==> src/hdl/edat_pkg.sv <==
// shared constants, types and helpers for the edge drawing anchor tracer
package edat_pkg;

	// image and queue geometry
	localparam int IMG_W        = 128;
	localparam int IMG_H        = 128;
	localparam int ANCHOR_DEPTH = 1024;

	localparam int XW   = $clog2(IMG_W);
	localparam int YW   = $clog2(IMG_H);
	localparam int NPIX = IMG_W * IMG_H;
	localparam int AW   = $clog2(NPIX);
	localparam int QW   = XW + YW;
	localparam int QAW  = $clog2(ANCHOR_DEPTH);
	localparam int CNTW = $clog2(ANCHOR_DEPTH + 1);
	localparam int MW   = (XW > YW) ? XW : YW;
	localparam int CW   = ((MW > 7) ? MW : 7) + 2;

	// field widths
	localparam int OPC_W   = 2;
	localparam int PXW     = 7;
	localparam int MAGW    = 8;
	localparam int TOTAL_W = 11;
	localparam int CFG_IW  = 2;
	localparam int CFG_DW  = 8;
	localparam int SKIP_W  = 4;

	// register reset values
	localparam logic [MAGW-1:0]   GTHR_RST = 8'd36;
	localparam logic [MAGW-1:0]   ATHR_RST = 8'd8;
	localparam logic [SKIP_W-1:0] SKIP_RST = 4'd3;

	// register indexes
	localparam logic [CFG_IW-1:0] REG_GRAD_THR  = 2'd0;
	localparam logic [CFG_IW-1:0] REG_ANCH_THR  = 2'd1;
	localparam logic [CFG_IW-1:0] REG_SCAN_SKIP = 2'd2;

	// opcodes
	localparam logic [OPC_W-1:0] OPC_LOAD = 2'd0;
	localparam logic [OPC_W-1:0] OPC_RUN  = 2'd1;
	localparam logic [OPC_W-1:0] OPC_READ = 2'd2;

	typedef logic signed [CW-1:0] coord_t;

	// datapath commands
	typedef enum logic [4:0] {
		OP_NONE,
		OP_LOAD,
		OP_RD_EDGE,
		OP_RESP,
		OP_ACK,
		OP_CLR_INIT,
		OP_CLR,
		OP_SC_C,
		OP_SC_A,
		OP_SC_B,
		OP_SC_E,
		OP_Q_RD,
		OP_Q_LD,
		OP_Q_CHK,
		OP_T_RD,
		OP_T_TEST,
		OP_T_L,
		OP_T_M,
		OP_T_H,
		OP_T_SEL
	} dp_op_t;

	// datapath status back to the controller
	typedef struct packed {
		logic clr_last;
		logic scan_last;
		logic q_more;
		logic anchor_ok;
		logic trace_cont;
		logic sense_pos;
	} dp_status_t;

	function automatic logic in_img(input coord_t x, input coord_t y);
		in_img = !x[CW-1] && !y[CW-1] && (x < coord_t'(IMG_W)) && (y < coord_t'(IMG_H));
	endfunction

	function automatic logic [AW-1:0] lin_addr(input coord_t x, input coord_t y);
		lin_addr = AW'(y[YW-1:0]) * AW'(IMG_W) + AW'(x[XW-1:0]);
	endfunction

endpackage

==> src/hdl/edat_ctrl.sv <==
// controller state machine sequencing load, read, clear, scan and trace
module edat_ctrl (
	input  logic                        clk,
	input  logic                        arst_n,
	input  logic                        start,
	input  logic [edat_pkg::OPC_W-1:0]  opcode,
	input  edat_pkg::dp_status_t        status,
	output edat_pkg::dp_op_t            op,
	output logic                        busy
);
	import edat_pkg::*;

	typedef enum logic [3:0] {
		ST_IDLE, ST_CLR, ST_RESP,
		ST_SC_C, ST_SC_A, ST_SC_B, ST_SC_E,
		ST_Q_RD, ST_Q_LD, ST_Q_CHK,
		ST_T_RD, ST_T_TEST, ST_T_L, ST_T_M, ST_T_H, ST_T_SEL
	} state_t;

	state_t state_q;
	logic   run_q;
	logic   busy_q;

	assign busy = busy_q;

	// command for the current state
	always_comb begin
		op = OP_NONE;
		case (state_q)
			ST_IDLE: begin
				if (start) begin
					case (opcode)
						OPC_LOAD: op = OP_LOAD;
						OPC_RUN:  op = OP_CLR_INIT;
						OPC_READ: op = OP_RD_EDGE;
						default:  op = OP_ACK;
					endcase
				end
			end
			ST_CLR:    op = OP_CLR;
			ST_RESP:   op = OP_RESP;
			ST_SC_C:   op = OP_SC_C;
			ST_SC_A:   op = OP_SC_A;
			ST_SC_B:   op = OP_SC_B;
			ST_SC_E:   op = OP_SC_E;
			ST_Q_RD:   op = status.q_more ? OP_Q_RD : OP_ACK;
			ST_Q_LD:   op = OP_Q_LD;
			ST_Q_CHK:  op = OP_Q_CHK;
			ST_T_RD:   op = OP_T_RD;
			ST_T_TEST: op = OP_T_TEST;
			ST_T_L:    op = OP_T_L;
			ST_T_M:    op = OP_T_M;
			ST_T_H:    op = OP_T_H;
			ST_T_SEL:  op = OP_T_SEL;
			default:   op = OP_NONE;
		endcase
	end

	// state and busy
	always_ff @(posedge clk or negedge arst_n) begin
		if (!arst_n) begin
			state_q <= ST_CLR;
			run_q   <= 1'b0;
			busy_q  <= 1'b1;
		end else begin
			case (state_q)
				ST_IDLE: begin
					if (start) begin
						if (opcode == OPC_RUN) begin
							state_q <= ST_CLR;
							run_q   <= 1'b1;
							busy_q  <= 1'b1;
						end else if (opcode == OPC_READ) begin
							state_q <= ST_RESP;
							busy_q  <= 1'b1;
						end
					end
				end
				ST_CLR: begin
					if (status.clr_last) begin
						if (run_q) begin
							state_q <= ST_SC_C;
						end else begin
							state_q <= ST_IDLE;
							busy_q  <= 1'b0;
						end
					end
				end
				ST_RESP: begin
					state_q <= ST_IDLE;
					busy_q  <= 1'b0;
				end
				ST_SC_C: state_q <= ST_SC_A;
				ST_SC_A: state_q <= ST_SC_B;
				ST_SC_B: state_q <= ST_SC_E;
				ST_SC_E: state_q <= status.scan_last ? ST_Q_RD : ST_SC_C;
				ST_Q_RD: begin
					if (status.q_more) begin
						state_q <= ST_Q_LD;
					end else begin
						state_q <= ST_IDLE;
						run_q   <= 1'b0;
						busy_q  <= 1'b0;
					end
				end
				ST_Q_LD:  state_q <= ST_Q_CHK;
				ST_Q_CHK: state_q <= status.anchor_ok ? ST_T_RD : ST_Q_RD;
				ST_T_RD:  state_q <= ST_T_TEST;
				ST_T_TEST: begin
					if (status.trace_cont)
						state_q <= ST_T_L;
					else if (status.sense_pos)
						state_q <= ST_Q_RD;
					else
						state_q <= ST_T_RD;
				end
				ST_T_L:   state_q <= ST_T_M;
				ST_T_M:   state_q <= ST_T_H;
				ST_T_H:   state_q <= ST_T_SEL;
				ST_T_SEL: state_q <= ST_T_RD;
				default:  state_q <= ST_IDLE;
			endcase
		end
	end

endmodule

==> config.mk <==
export PLATFORM = sky130hd
export DESIGN_NAME = edat_ctrl
export DESIGN_NICKNAME = d
export VERILOG_FILES = /design/src/hdl/edat_pkg.sv /design/src/hdl/edat_ctrl.sv
export SDC_FILE = /design/constraint.sdc
export NUM_CORES = 1
export LEC_CHECK = 0
export ABC_AREA = 1
export BUFFER_PORTS_ARGS = -buffer_cell sky130_fd_sc_hd__buf_4
export CAP_MARGIN = 15
export CELL_PAD_IN_SITES_DETAIL_PLACEMENT = 0
export CELL_PAD_IN_SITES_GLOBAL_PLACEMENT = 1
export CORE_UTILIZATION = 30
export CTS_CLUSTER_SIZE = 20
export DETAILED_ROUTE_END_ITERATION = 8
export PLACE_DENSITY = 0.75
export SLEW_MARGIN = 20
export SYNTH_ARGS = -nofsm -noshare
export SYNTH_HDL_FRONTEND = slang
export SYNTH_SLANG_ARGS = --single-unit
==> constraint.sdc <==
create_clock -name clk -period 1.15 [get_ports clk]
set_input_delay 0.0575 -clock clk [delete_from_list [all_inputs] [get_ports clk]]
set_output_delay 0.0575 -clock clk [all_outputs]
set_load 0.05 [all_outputs]
==> impl_metrics.toml <==
[status]
status = "finished, violations left"
violations = "setup timing"

[critical_path]
arrival_ps = 1540
worst_r2r_path_depth = 9
required_ps = 1090
crit_path_max_fanout = 3
crit_path_end_kind = "primary output"
criticalPathCategory = "flop to primary output"
start_kind = "flop"

[global_routing]
grt_usage_pct = 23.3
antenna_found_initial = 0
grt_overflow = 0
grt_pass1_vias = 822
grt_pass1_wl_mm = 3.62
grt_max_degree = 7

[cells_and_area]
fillCellCount = 155
area_growth_syn_to_layout_pct = 115
nNetsFinal = 166
final_cell_count_no_fill = 178
diodes = 0
layout-drive-gt1-share_pct = 64.9

[yosys]
synthTopCellsByArea = "dfrtp_1 (16%), nand2_1 (15%), nand3_1 (11%)"
syn_area_per_cell_sq_um = 6.47
synth_ff_type = "dfrtp_1"
synth_top_area_share_pct = 16.3
synth_cell_types = 19
ys_seq_area_share_pct = 24.8
synth_async_sr_flop_share_pct = 100
synth_seq_cells = 6
yosysWarnings = 0
synth_cells = 95
synth_edf_count = 0
synth_most_common_cell = "nand2_1"
syn_area_sq_um = 614
syn_nets = 109
synth_commonest_cells = "nand2_1 (24), nand3_1 (13), inv_1 (12)"
synth_top_cell_by_area = "dfrtp_1"

[sta]
finalCriticalPeriod_ps = 1600
setup_viol = 11
period_share_pct = 139
max_freq_mhz = 626
slew_violations = 0
max_slew_margin_pct = 83.3
grt_setup_unrepaired = "true"
skew_ps = 14.5
tightest_slew_ps = 249
finalHoldViolCount = 0
worst_slack_ps = -448

[routing]
drtAntennaViolNets = 0
route.detailed.drc = 0
routedWlPerCell_microns = 13.3
dr.first_iter.drc_count = 11
vias = 875
vias_per_cell = 4.92
firstDrtPassIters = 4
drt-total-wl_mm = 2.36

[floorplanning]
io_pins = 17
die-area_sq_mm = 0.00223
core_area_sq_mm = 0.00194
start_util_pct = 31.6
rows = 16
die_h_microns = 47.3
fp.dieW_microns = 47.3

[clock_network]
cts_tree = "done"
clockBufferDepth = 2
cts_num_sinks = 6
cts_made_buffers = 3
insertion_delay_ps = 260
clock-root-buffer = "clkbuf_4"
cts.clk_slew.worst_paths_ps = 60
cts_max_level = 1

[pwr]
p_leak_nw = 0.659
power.internal_mw = 2.08
p_per_area_mw_per_mm2 = 3230
seq_power_share_pct = 11.6
power_frac_comb_pct = 83.0
vdd_ir_drop_max_mv = 2.22
switching_share_pct = 51.4
p_clk_share_pct = 5.3
p_sw_mw = 2.20

[min_path]
hold_path.class = "primary input to flop"
hold_depth = 3

[placed_design]
dp.cells = 157
place.gp.congestion = 0.813
io_buffers = 16
dp.final_hpwl_mm = 1.53
dp_slack_ps = -221

[run]
drv_cap = 0
==> per-layer routing <==
metal,GRT usage (%),wire length (microns),vias to the layer above
met3,5.38,90,6
li1,-,-,431
met2,42.2,1270,27
met5,0,0,-
met1,27.7,963,411
met4,5.14,41,0
==> cells in the final DEF, fill, tap and decap left out, types with 3 or more instances in the layout <==
master	n
nand3_1	5
nand4_1	3
nand2_4	3
nor2_4	6
inv_2	5
o21ai_0	3
nand3_2	9
nand2_2	7
buf_6	16
buf_4	32
clkbuf_4	3
ha_1	3
nand2_1	16
nor2_1	7
inv_1	8
==> registers in the layout, indices dropped and copies added, names as in the netlist <==
| name | count |
|---|---|
| state_q | 4 |
| busy | 1 |
| run_q | 1 |
==> per-stage QoR <==
| stage | power (mW) | utilization, % | cell area, sq um | hold WS [ps] | TNS [ps] |
|---|---|---|---|---|---|
| floorplan | 2.08 | - | 656 | -238 | -883 |
| CTS | 4.04 | 65.3 | 1270 | 33.3 | -3020 |
| finish | 4.28 | 68.2 | 1320 | 39.2 | -3600 |
| detailed placement | 2.97 | 49.0 | 952 | -128 | -1350 |
| global placement | 2.95 | 49.0 | 952 | -129 | -1120 |
| global route | 4.54 | 68.2 | 1320 | 44.3 | -4070 |
==> timing repair <==
action | CTS | global route
endpoints found under the hold margin | 6 | 0
hold buffers | 1 | 0
resized for setup | 47 | 10
endpoints found under the setup margin | 11 | 11
pin swaps | 22 | 11
setup buffers | 15 | 4
cloned | 0 | 0
==> path summary, 6_finish.rpt <==
path | endpoint | from | slack, ps
worst min-delay path | state_q[3] | status[2] | 40
worst max-delay path | op[2] | state_q[0] | -450
worst max register to register | state_q[1] | state_q[0] | -370
min in group asynchronous | state_q[3] | arst_n | 130
max in group asynchronous | busy | arst_n | 800
worst min register to register | busy | busy | 460
==> worst max-delay path, stage by stage (launching register included) <==
cell and delay (ps):
dfstp_2 590, buf_12 130, nand2_8 60, clkinv_8 70, nand2_8 50, nor2_4 80
nand3b_1 130, buf_6 160
==> layout make-up <==
cell class,count,area (sq um),share of cell area (%)
Tap cell,27,33.8,2.55
Inverter,15,71.3,5.39
Timing Repair Buffer,52,480,36.3
Clock buffer,4,26.3,1.98
Multi-Input combinational cell,74,557,42.1
Sequential cell,6,155,11.7
==> power by group through the flow <==
| stage | Combinational (mW) | Clock [mW] | Sequential [mW] |
|---|---|---|---|
| finish | 3.55 | 0.229 | 0.498 |
| floorplan | 1.54 | 0 | 0.537 |
| detailed placement | 2.49 | 0 | 0.477 |
| global placement | 2.48 | 0 | 0.469 |
| CTS | 3.32 | 0.231 | 0.488 |
| global route | 3.80 | 0.238 | 0.507 |
==> cells by family after synthesis <==
logic type	after synthesis	synth area share [%]
and+or+nand+nor	60	49.3
adders and majority gates	3	6.11
buffers and inverters	15	9.16
DFF	6	24.8
AOI/OAI and AO/OA	11	10.6
No activity file was read; power rests on OpenSTA's default activity.
